### config.mk
export PLATFORM = sky130hd
export DESIGN_NAME = line_outcode_clipper
export DESIGN_NICKNAME = d
export VERILOG_FILES = /design/src/design/loc_pkg.sv /design/src/design/loc_ctrl.sv /design/src/design/loc_datapath.sv /design/src/design/line_outcode_clipper.sv
export SDC_FILE = /design/constraint.sdc
export NUM_CORES = 2
export LEC_CHECK = 0
export ABC_AREA = 1
export BUFFER_PORTS_ARGS = -buffer_cell sky130_fd_sc_hd__buf_2
export CORE_MARGIN = 3
export CORE_UTILIZATION = 30
export CTS_CLUSTER_DIAMETER = 30
export CTS_CLUSTER_SIZE = 8
export DETAILED_ROUTE_END_ITERATION = 8
export PLACE_DENSITY_LB_ADDON = 0.2
export SETUP_SLACK_MARGIN = 0.02
export SYNTH_ARGS = -nofsm -noshare
export SYNTH_HDL_FRONTEND = slang
export SYNTH_HIERARCHICAL = 1
export SYNTH_SLANG_ARGS = --single-unit
### constraint.sdc
create_clock -name clk_i -period 11.1 [get_ports clk_i]
set_input_delay 1.665 -clock clk_i [delete_from_list [all_inputs] [get_ports clk_i]]
set_output_delay 1.665 -clock clk_i [all_outputs]
set_load 0.05 [all_outputs]
### src/design/loc_pkg.sv
package loc_pkg;
  localparam int unsigned MaxClipSteps = 4;
  localparam int unsigned CoordW = 32;
  localparam int unsigned CodeW = 5;
  localparam int unsigned TW = 31;
  localparam int unsigned DivSteps = 30;

  localparam logic [CodeW-1:0] OcLeft   = 5'b00010;
  localparam logic [CodeW-1:0] OcRight  = 5'b00100;
  localparam logic [CodeW-1:0] OcBottom = 5'b01000;
  localparam logic [CodeW-1:0] OcTop    = 5'b10000;

  localparam logic [2:0] RegEnable = 3'd0;
  localparam logic [2:0] RegMinX   = 3'd1;
  localparam logic [2:0] RegMaxX   = 3'd2;
  localparam logic [2:0] RegMinY   = 3'd3;
  localparam logic [2:0] RegMaxY   = 3'd4;

  typedef struct packed {
    logic load;
    logic setup;
    logic div_start;
    logic lerp_start;
    logic commit;
  } loc_cmd_t;

  typedef struct packed {
    logic [CodeW-1:0] code_a;
    logic [CodeW-1:0] code_b;
    logic             div_done;
    logic             lerp_done;
  } loc_sts_t;

  function automatic logic [CodeW-1:0] region(
    input logic signed [CoordW-1:0] x, input logic signed [CoordW-1:0] y,
    input logic signed [CoordW-1:0] mnx, input logic signed [CoordW-1:0] mxx,
    input logic signed [CoordW-1:0] mny, input logic signed [CoordW-1:0] mxy);
    logic [CodeW-1:0] c;
    c = '0;
    if (x < mnx) c = c | OcLeft;
    else if (x > mxx) c = c | OcRight;
    if (y < mny) c = c | OcTop;
    else if (y > mxy) c = c | OcBottom;
    return c;
  endfunction
endpackage

### src/design/loc_ctrl.sv
module loc_ctrl import loc_pkg::*; #(
  parameter int unsigned MAX_CLIP_STEPS = MaxClipSteps
) (
  input  logic     clk_i,
  input  logic     rst_ni,
  input  logic     in_valid,
  output logic     in_stall,
  output logic     out_valid,
  input  logic     out_stall,
  input  logic     enable_i,
  input  loc_sts_t sts_i,
  output loc_cmd_t cmd_o,
  output logic     rej_o
);
  typedef enum logic [2:0] {
    StIdle, StCheck, StSetup, StDiv, StLerp, StCommit, StOut
  } state_e;

  localparam int unsigned StepW = $clog2(MAX_CLIP_STEPS + 1);

  state_e           state_q;
  logic [StepW-1:0] step_q;
  logic             rej_q;
  logic             en_q;

  assign in_stall  = (state_q != StIdle);
  assign out_valid = (state_q == StOut);
  assign rej_o     = rej_q;

  always_comb begin
    cmd_o = '0;
    cmd_o.load       = (state_q == StIdle) && in_valid;
    cmd_o.setup      = (state_q == StSetup);
    cmd_o.div_start  = (state_q == StSetup);
    cmd_o.lerp_start = (state_q == StDiv) && sts_i.div_done;
    cmd_o.commit     = (state_q == StCommit);
  end

  always_ff @(posedge clk_i or negedge rst_ni) begin
    if (!rst_ni) begin
      state_q <= StIdle;
      step_q  <= '0;
      rej_q   <= 1'b0;
      en_q    <= 1'b0;
    end else begin
      unique case (state_q)
        StIdle: if (in_valid) begin
          step_q  <= '0;
          rej_q   <= 1'b0;
          en_q    <= enable_i;
          state_q <= StCheck;
        end
        StCheck: begin
          if (!en_q || (sts_i.code_a | sts_i.code_b) == '0) begin
            rej_q   <= 1'b0;
            state_q <= StOut;
          end else if ((sts_i.code_a & sts_i.code_b) != '0 ||
                       step_q >= StepW'(MAX_CLIP_STEPS)) begin
            rej_q   <= 1'b1;
            state_q <= StOut;
          end else begin
            state_q <= StSetup;
          end
        end
        StSetup: state_q <= StDiv;
        StDiv:   if (sts_i.div_done) state_q <= StLerp;
        StLerp:  if (sts_i.lerp_done) state_q <= StCommit;
        StCommit: begin
          step_q  <= step_q + 1'b1;
          state_q <= StCheck;
        end
        StOut: if (!out_stall) state_q <= StIdle;
        default: state_q <= StIdle;
      endcase
    end
  end
endmodule

### src/design/loc_datapath.sv
module loc_datapath import loc_pkg::*; (
  input  logic                     clk_i,
  input  logic                     rst_ni,
  input  loc_cmd_t                 cmd_i,
  output loc_sts_t                 sts_o,
  input  logic signed [CoordW-1:0] min_x_i,
  input  logic signed [CoordW-1:0] max_x_i,
  input  logic signed [CoordW-1:0] min_y_i,
  input  logic signed [CoordW-1:0] max_y_i,
  input  logic signed [CoordW-1:0] a_x_i,
  input  logic signed [CoordW-1:0] a_y_i,
  input  logic signed [CoordW-1:0] a_z_i,
  input  logic signed [CoordW-1:0] b_x_i,
  input  logic signed [CoordW-1:0] b_y_i,
  input  logic signed [CoordW-1:0] b_z_i,
  output logic signed [CoordW-1:0] pa_x_o,
  output logic signed [CoordW-1:0] pa_y_o,
  output logic signed [CoordW-1:0] pa_z_o,
  output logic signed [CoordW-1:0] pb_x_o,
  output logic signed [CoordW-1:0] pb_y_o,
  output logic signed [CoordW-1:0] pb_z_o
);
  localparam int unsigned DW = CoordW + 1;
  localparam int unsigned CntW = $clog2(DivSteps + 1);

  logic signed [CoordW-1:0] pa_q [3];
  logic signed [CoordW-1:0] pb_q [3];
  logic signed [CoordW-1:0] np_q [3];
  logic [CodeW-1:0] ca_q, cb_q;
  logic             mv_q, axis_q;
  logic signed [CoordW-1:0] bound_q;

  logic [DW-1:0]   den_q;
  logic [DW:0]     rem_q;
  logic [TW-1:0]   quo_q;
  logic [CntW-1:0] dcnt_q;
  logic            dbusy_q, ddone_q;

  logic [1:0]      lk_q;
  logic            lbusy_q, ldone_q;
  logic [DW+TW-1:0] prod_q;
  logic            lneg_q, lmul_q;

  logic signed [DW-1:0] na, nb, num_s, den_s;
  logic [DW-1:0]        num_m, den_m, num_c;
  logic             mvn;
  logic             axn;
  logic [1:0]       ai;
  logic [CoordW-1:0] bnd;
  logic [DW:0]      rsh, rsub;
  logic signed [DW-1:0] dk;
  logic [DW-1:0]    dk_m;
  logic [DW+TW-1:0] rounded;
  logic signed [DW-1:0] lres;
  logic [CodeW-1:0] cm;

  always_comb begin
    mvn = (cb_q > ca_q);
    cm  = mvn ? cb_q : ca_q;
    axn = ((cm & (OcTop | OcBottom)) != '0);
    ai  = {1'b0, axn};
    if ((cm & OcTop) != '0) bnd = min_y_i;
    else if ((cm & OcBottom) != '0) bnd = max_y_i;
    else if ((cm & OcLeft) != '0) bnd = min_x_i;
    else bnd = max_x_i;
  end

  always_comb begin
    na    = DW'($signed(pa_q[ai]));
    nb    = DW'($signed(pb_q[ai]));
    num_s = DW'($signed(bnd)) - na;
    den_s = nb - na;
    num_m = num_s[DW-1] ? DW'(-num_s) : num_s;
    den_m = den_s[DW-1] ? DW'(-den_s) : den_s;
    num_c = (num_m > den_m) ? den_m : num_m;
    rsh   = {rem_q[DW-1:0], 1'b0};
    rsub  = rsh - {1'b0, den_q};
    dk    = DW'($signed(pb_q[lk_q])) - DW'($signed(pa_q[lk_q]));
    dk_m  = dk[DW-1] ? DW'(-dk) : dk;
    rounded = prod_q + (DW+TW)'(1 << (TW - 2));
    lres  = lneg_q ? DW'($signed(pa_q[lk_q])) - DW'(rounded >> (TW - 1))
                   : DW'($signed(pa_q[lk_q])) + DW'(rounded >> (TW - 1));
  end

  always_ff @(posedge clk_i or negedge rst_ni) begin
    if (!rst_ni) begin
      dbusy_q <= 1'b0;
      ddone_q <= 1'b0;
      lbusy_q <= 1'b0;
      ldone_q <= 1'b0;
      lmul_q  <= 1'b0;
    end else begin
      ddone_q <= 1'b0;
      ldone_q <= 1'b0;
      if (cmd_i.div_start) begin
        dbusy_q <= 1'b1;
      end else if (dbusy_q) begin
        if (dcnt_q == CntW'(DivSteps - 1)) begin
          dbusy_q <= 1'b0;
          ddone_q <= 1'b1;
        end
      end
      if (cmd_i.lerp_start) begin
        lbusy_q <= 1'b1;
        lmul_q  <= 1'b0;
      end else if (lbusy_q) begin
        lmul_q <= ~lmul_q;
        if (lmul_q && lk_q == 2'd2) begin
          lbusy_q <= 1'b0;
          ldone_q <= 1'b1;
        end
      end
    end
  end

  always_ff @(posedge clk_i) begin
    if (cmd_i.load) begin
      pa_q[0] <= a_x_i; pa_q[1] <= a_y_i; pa_q[2] <= a_z_i;
      pb_q[0] <= b_x_i; pb_q[1] <= b_y_i; pb_q[2] <= b_z_i;
      ca_q <= region(a_x_i, a_y_i, min_x_i, max_x_i, min_y_i, max_y_i);
      cb_q <= region(b_x_i, b_y_i, min_x_i, max_x_i, min_y_i, max_y_i);
    end
    if (cmd_i.setup) begin
      mv_q    <= mvn;
      axis_q  <= axn;
      bound_q <= bnd;
    end
    // integer bit of the fraction first, then one bit per cycle
    if (cmd_i.div_start) begin
      den_q  <= (den_m == '0) ? DW'(1) : den_m;
      dcnt_q <= '0;
      if (den_m == '0) begin
        rem_q <= '0;
        quo_q <= '0;
      end else if (num_c == den_m) begin
        rem_q <= '0;
        quo_q <= TW'(1);
      end else begin
        rem_q <= {1'b0, num_c};
        quo_q <= '0;
      end
    end else if (dbusy_q) begin
      dcnt_q <= dcnt_q + 1'b1;
      if (!rsub[DW]) begin
        rem_q <= rsub;
        quo_q <= {quo_q[TW-2:0], 1'b1};
      end else begin
        rem_q <= rsh;
        quo_q <= {quo_q[TW-2:0], 1'b0};
      end
    end
    if (cmd_i.lerp_start) begin
      lk_q <= 2'd0;
    end else if (lbusy_q) begin
      if (!lmul_q) begin
        prod_q <= (DW+TW)'(dk_m) * (DW+TW)'(quo_q);
        lneg_q <= dk[DW-1];
      end else begin
        np_q[lk_q] <= (lk_q == {1'b0, axis_q}) ? bound_q : lres[CoordW-1:0];
        lk_q <= lk_q + 1'b1;
      end
    end
    if (cmd_i.commit) begin
      if (mv_q) begin
        pb_q <= np_q;
        cb_q <= region(np_q[0], np_q[1], min_x_i, max_x_i, min_y_i, max_y_i);
      end else begin
        pa_q <= np_q;
        ca_q <= region(np_q[0], np_q[1], min_x_i, max_x_i, min_y_i, max_y_i);
      end
    end
  end

  assign sts_o.code_a    = ca_q;
  assign sts_o.code_b    = cb_q;
  assign sts_o.div_done  = ddone_q;
  assign sts_o.lerp_done = ldone_q;
  assign pa_x_o = pa_q[0];
  assign pa_y_o = pa_q[1];
  assign pa_z_o = pa_q[2];
  assign pb_x_o = pb_q[0];
  assign pb_y_o = pb_q[1];
  assign pb_z_o = pb_q[2];
endmodule

### src/design/line_outcode_clipper.sv
// channel   signals                              direction
// request   in_valid, in_stall, a_*_i, b_*_i     in
// result    out_valid, out_stall, rejected_o...  out
// config    cfg_we_i, cfg_idx_i, cfg_data_i      in
// one segment at a time: idle, check and output states, plus for each clip move:
// setup, the divider (integer bit at setup, then one quotient bit per step),
// three multiplies on one shared multiplier, commit and recheck;
// at most four moves by default, else rejected; reset clears config to zero
// the result is held while out_stall is high; no new request until taken
module line_outcode_clipper import loc_pkg::*; #(
  parameter int unsigned MAX_CLIP_STEPS = MaxClipSteps
) (
  input  logic                     clk_i,
  input  logic                     rst_ni,
  input  logic                     in_valid,
  output logic                     in_stall,
  input  logic signed [CoordW-1:0] a_x_i,
  input  logic signed [CoordW-1:0] a_y_i,
  input  logic signed [CoordW-1:0] a_z_i,
  input  logic signed [CoordW-1:0] b_x_i,
  input  logic signed [CoordW-1:0] b_y_i,
  input  logic signed [CoordW-1:0] b_z_i,
  output logic                     out_valid,
  input  logic                     out_stall,
  output logic                     rejected_o,
  output logic signed [CoordW-1:0] out_a_x_o,
  output logic signed [CoordW-1:0] out_a_y_o,
  output logic signed [CoordW-1:0] out_a_z_o,
  output logic signed [CoordW-1:0] out_b_x_o,
  output logic signed [CoordW-1:0] out_b_y_o,
  output logic signed [CoordW-1:0] out_b_z_o,
  input  logic                     cfg_we_i,
  input  logic [2:0]               cfg_idx_i,
  input  logic [CoordW-1:0]        cfg_data_i
);
  logic                     en_q;
  logic signed [CoordW-1:0] mnx_q, mxx_q, mny_q, mxy_q;
  loc_cmd_t cmd;
  loc_sts_t sts;
  logic rej;
  logic signed [CoordW-1:0] pax, pay, paz, pbx, pby, pbz;

  always_ff @(posedge clk_i or negedge rst_ni) begin
    if (!rst_ni) begin
      en_q <= 1'b0; mnx_q <= '0; mxx_q <= '0; mny_q <= '0; mxy_q <= '0;
    end else if (cfg_we_i) begin
      unique case (cfg_idx_i)
        RegEnable: en_q  <= cfg_data_i[0];
        RegMinX:   mnx_q <= cfg_data_i;
        RegMaxX:   mxx_q <= cfg_data_i;
        RegMinY:   mny_q <= cfg_data_i;
        RegMaxY:   mxy_q <= cfg_data_i;
        default: ;
      endcase
    end
  end

  loc_ctrl #(.MAX_CLIP_STEPS(MAX_CLIP_STEPS)) u_ctrl (
    .clk_i, .rst_ni, .in_valid, .in_stall, .out_valid, .out_stall,
    .enable_i(en_q), .sts_i(sts), .cmd_o(cmd), .rej_o(rej)
  );

  loc_datapath u_dp (
    .clk_i, .rst_ni, .cmd_i(cmd), .sts_o(sts),
    .min_x_i(mnx_q), .max_x_i(mxx_q), .min_y_i(mny_q), .max_y_i(mxy_q),
    .a_x_i, .a_y_i, .a_z_i, .b_x_i, .b_y_i, .b_z_i,
    .pa_x_o(pax), .pa_y_o(pay), .pa_z_o(paz),
    .pb_x_o(pbx), .pb_y_o(pby), .pb_z_o(pbz)
  );

  assign rejected_o = rej;
  assign out_a_x_o = rej ? '0 : pax;
  assign out_a_y_o = rej ? '0 : pay;
  assign out_a_z_o = rej ? '0 : paz;
  assign out_b_x_o = rej ? '0 : pbx;
  assign out_b_y_o = rej ? '0 : pby;
  assign out_b_z_o = rej ? '0 : pbz;
endmodule

==> results.yml <==
drt:
  wirelength_mm: 387
  vias: 83400
  first_pass_iters: 8
  drc: 0
  ant_nets: 0
  routedWlPerCell_microns: 23.4
  vias_per_cell: 5.04
  first_iter_violations: 8073
critical_path:
  critical_path_class: "flip-flop to flip-flop"
  endpoint: "u_dp/prod_q[61]"
  slowest_delay_ns: 0.54
  r2r_cells: 45
  start_kind: "flip-flop"
  crit_buf_inv: 15
  r2r-start: "u_dp/lk_q[1]"
  crit_top_cell: "fa_1"
  path_max_fanout: 19
  endpoint_kind: "flip-flop"
  slowest_stage: "fa_1"
  r2r_end: "u_dp/prod_q[61]"
  startpoint: "u_dp/lk_q[1]"
  cp_top_family: "adder cells"
  cp_data_required_time_ns: 11.65
  worst-path-stages: 45
  crit_arrival_ns: 11.21
  r2r_slack_ns: 0.44
synthesis:
  yosysWarnings: 6
  synth-seq-area-share_pct: 18.1
  synth_nets: 13900
  synthArstFlopShare_pct: 23.2
  ys.flop_type: "edfxtp_1"
  synth_edf_count: 261
  ys_ff_latch: 612
  ys_types: 69
  syn-cell-area_sq_um: 85900
  netlist_instances: 11900
  syn_area_per_cell_sq_um: 7.19
timing:
  hold_viol: 0
  finalCriticalPeriod_ns: 10.66
  period_share_pct: 96.0
  max_slew_margin_pct: 4.40
  max_clock_freq_ghz: 0.0938
  slew_violations: 0
  setup_viol_count_final: 0
  rsz0062_at_grt: "true"
  tightest_slew_ns: 1.43
  skew_ns: 0.128
min_path:
  hold_class: "flip-flop to flip-flop"
floorplanning:
  rows: 195
  ios: 427
  start_util_pct: 30.3
  die_area_sq_um: 293000
  core_sq_um: 284000
  dieHeight_microns: 541
  die_w_microns: 541
placed_design:
  dp_cells: 16200
  port_buffers: 426
  dpl_cell_area_sq_um: 95100
  place_hpwl_mm: 321
  gp_congestion: 0.996
cells_and_area:
  final.fill_count: 30600
  drive_above_1_share_pct: 11.8
  finish.utilization_pct: 36.0
  final_nets: 14600
  final-instance-count-excl-fill: 16500
  areaGrowthSynthToFinish_pct: 19.0
  final_area_sq_um: 102000
status:
  status: "finished, final reports clean"
global_route:
  grt_usage_pct: 25.7
  gr-total-overflow: 0
  antenna_found_initial: 29
  grt_pass1_vias: 80200
  grt_pass1_wl_mm: 558
  grt_max_degree: 106
job:
  cap_violations: 0
cts:
  cts_tree: "done"
  cts-root-buf: "clkbuf_16"
  clk_path_buf_depth: 4
  h-tree-depth: 4
  clk_pin_slew_ns: 0.04
  cts_made_buffers: 186
  clk_latency_ns: 0.87
  postCtsHoldBufs: 0
  clock-sinks: 612
## worst min-delay path, cell delays in order (launching register included)
cell and delay [ns]:
dfrtp_1 0.34, nand2_1 0.05, nand2_1 0.04
## flip-flops by register name, indices dropped and copies added (netlist names), 5 cells and up
| signal | flops |
|---|---|
| u_dp/pb_x_o | 32 |
| u_dp/pb_y_o | 32 |
| mxx_q | 32 |
| u_dp/ca_q | 5 |
| u_dp/np_q | 96 |
| u_dp/quo_q | 31 |
| u_dp/bound_q | 32 |
| u_dp/pb_z_o | 32 |
| u_dp/pa_z_o | 32 |
| u_dp/cb_q | 5 |
| mnx_q | 32 |
| u_dp/rem_q | 33 |
| mny_q | 32 |
| u_dp/pa_y_o | 32 |
| u_dp/dcnt_q | 5 |
| mxy_q | 32 |
| u_dp/pa_x_o | 32 |
| u_dp/prod_q | 33 |
| u_dp/den_q | 33 |
## how the worst min path moves through the flow
stage	start	to	slack [ns]	cells past startpoint
finish	mxx_q[11]	mxx_q[11]	0.46	2
detailed placement	u_dp/dcnt_q[4]	u_dp/dcnt_q[4]	0.46	1
global placement	mxx_q[24]	mxx_q[24]	0.45	2
global route	mxx_q[23]	mxx_q[23]	0.49	2
floorplan	u_dp/dcnt_q[4]	u_dp/dcnt_q[4]	0.42	1
CTS	u_dp/dcnt_q[4]	u_dp/dcnt_q[4]	0.47	1
## final cells by class
| class | count | area, sq um | area share [%] |
|---|---|---|---|
| antenna | 29 | 72.6 | 0.0710 |
| inverter | 2292 | 8630 | 8.45 |
| sequential | 612 | 15600 | 15.2 |
| multi-input combinational | 8621 | 60600 | 59.3 |
| clock buffer | 235 | 5110 | 5.00 |
| tap | 3743 | 4680 | 4.58 |
| clock inverter | 95 | 1270 | 1.25 |
| timing repair buffer | 913 | 6250 | 6.12 |
## cell families (layout without fill, tap and decap cells)
group	Yosys count	in the layout	synth area share (%)
XOR/XNOR	215	215	2.28
AO/OA/AOI/OAI	1583	1583	10.5
adder cells (fa/ha/maj)	1723	1723	32.9
buffers and inverters	2712	3535	12.0
AND/OR/NAND/NOR	5099	5099	24.1
multiplexers	1	1	0.0131
flip-flops	612	612	18.1
other	0	29	0
## through the flow
stage	hold WS (ns)	worst slack [ns]	setup TNS, ns
after global routing	0.486	-0.0153	-0.0153
after global placement	0.454	0.0639	0
after CTS	0.466	0.0467	0
final	0.465	0.440	0
after detailed placement	0.455	-0.0695	-0.101
after floorplan	0.422	1.09	0
## cell usage in the layout, fill, tap and decap left out, types with 261 or more instances in the layout
cell,n
buf_2,426
inv_1,2239
nor2_1,1393
buf_4,445
nand2_1,2828
o21ai_0,577
fa_1,897
a21oi_1,508
nand3_1,401
edfxtp_1,261
ha_1,820
## repair_timing
action | in CTS | in global routing
setup endpoints to repair | 11 | 66
pin swaps | 0 | 12
resized for setup | 15 | 132
gates cloned | 0 | 2
buffers inserted | 0 | 11
## synthesized netlist by cell type (74+ instances only)
cell type,count,area [sq um]
nor2_1,1410,5290
edfxtp_1,261,7840
ha_1,825,10300
dfrtp_1,142,3550
inv_1,2244,8420
a21oi_1,521,2610
dfxtp_1,209,4180
nor3_1,90,450
nand4_1,149,932
nand2_1,2854,10700
fa_1,898,18000
o21ai_0,597,2990
o22ai_1,118,738
clkbuf_1,325,1220
nand3_1,406,2030
xnor2_1,74,648
xor2_1,131,1150
o211ai_1,76,571
## per-layer routing
metal / wire (microns) / share of wire, % / global-route usage, %
met1: 171000 / 44 / 35.7
met2: 172000 / 44 / 40.5
met3: 27200 / 7.0 / 3.41
met4: 16800 / 4.3 / 9.99
met5: 69 / 0.018 / 0
Power is not shown: default switching activity piles up to over one toggle a cycle in this logic, so the estimate is an artifact.
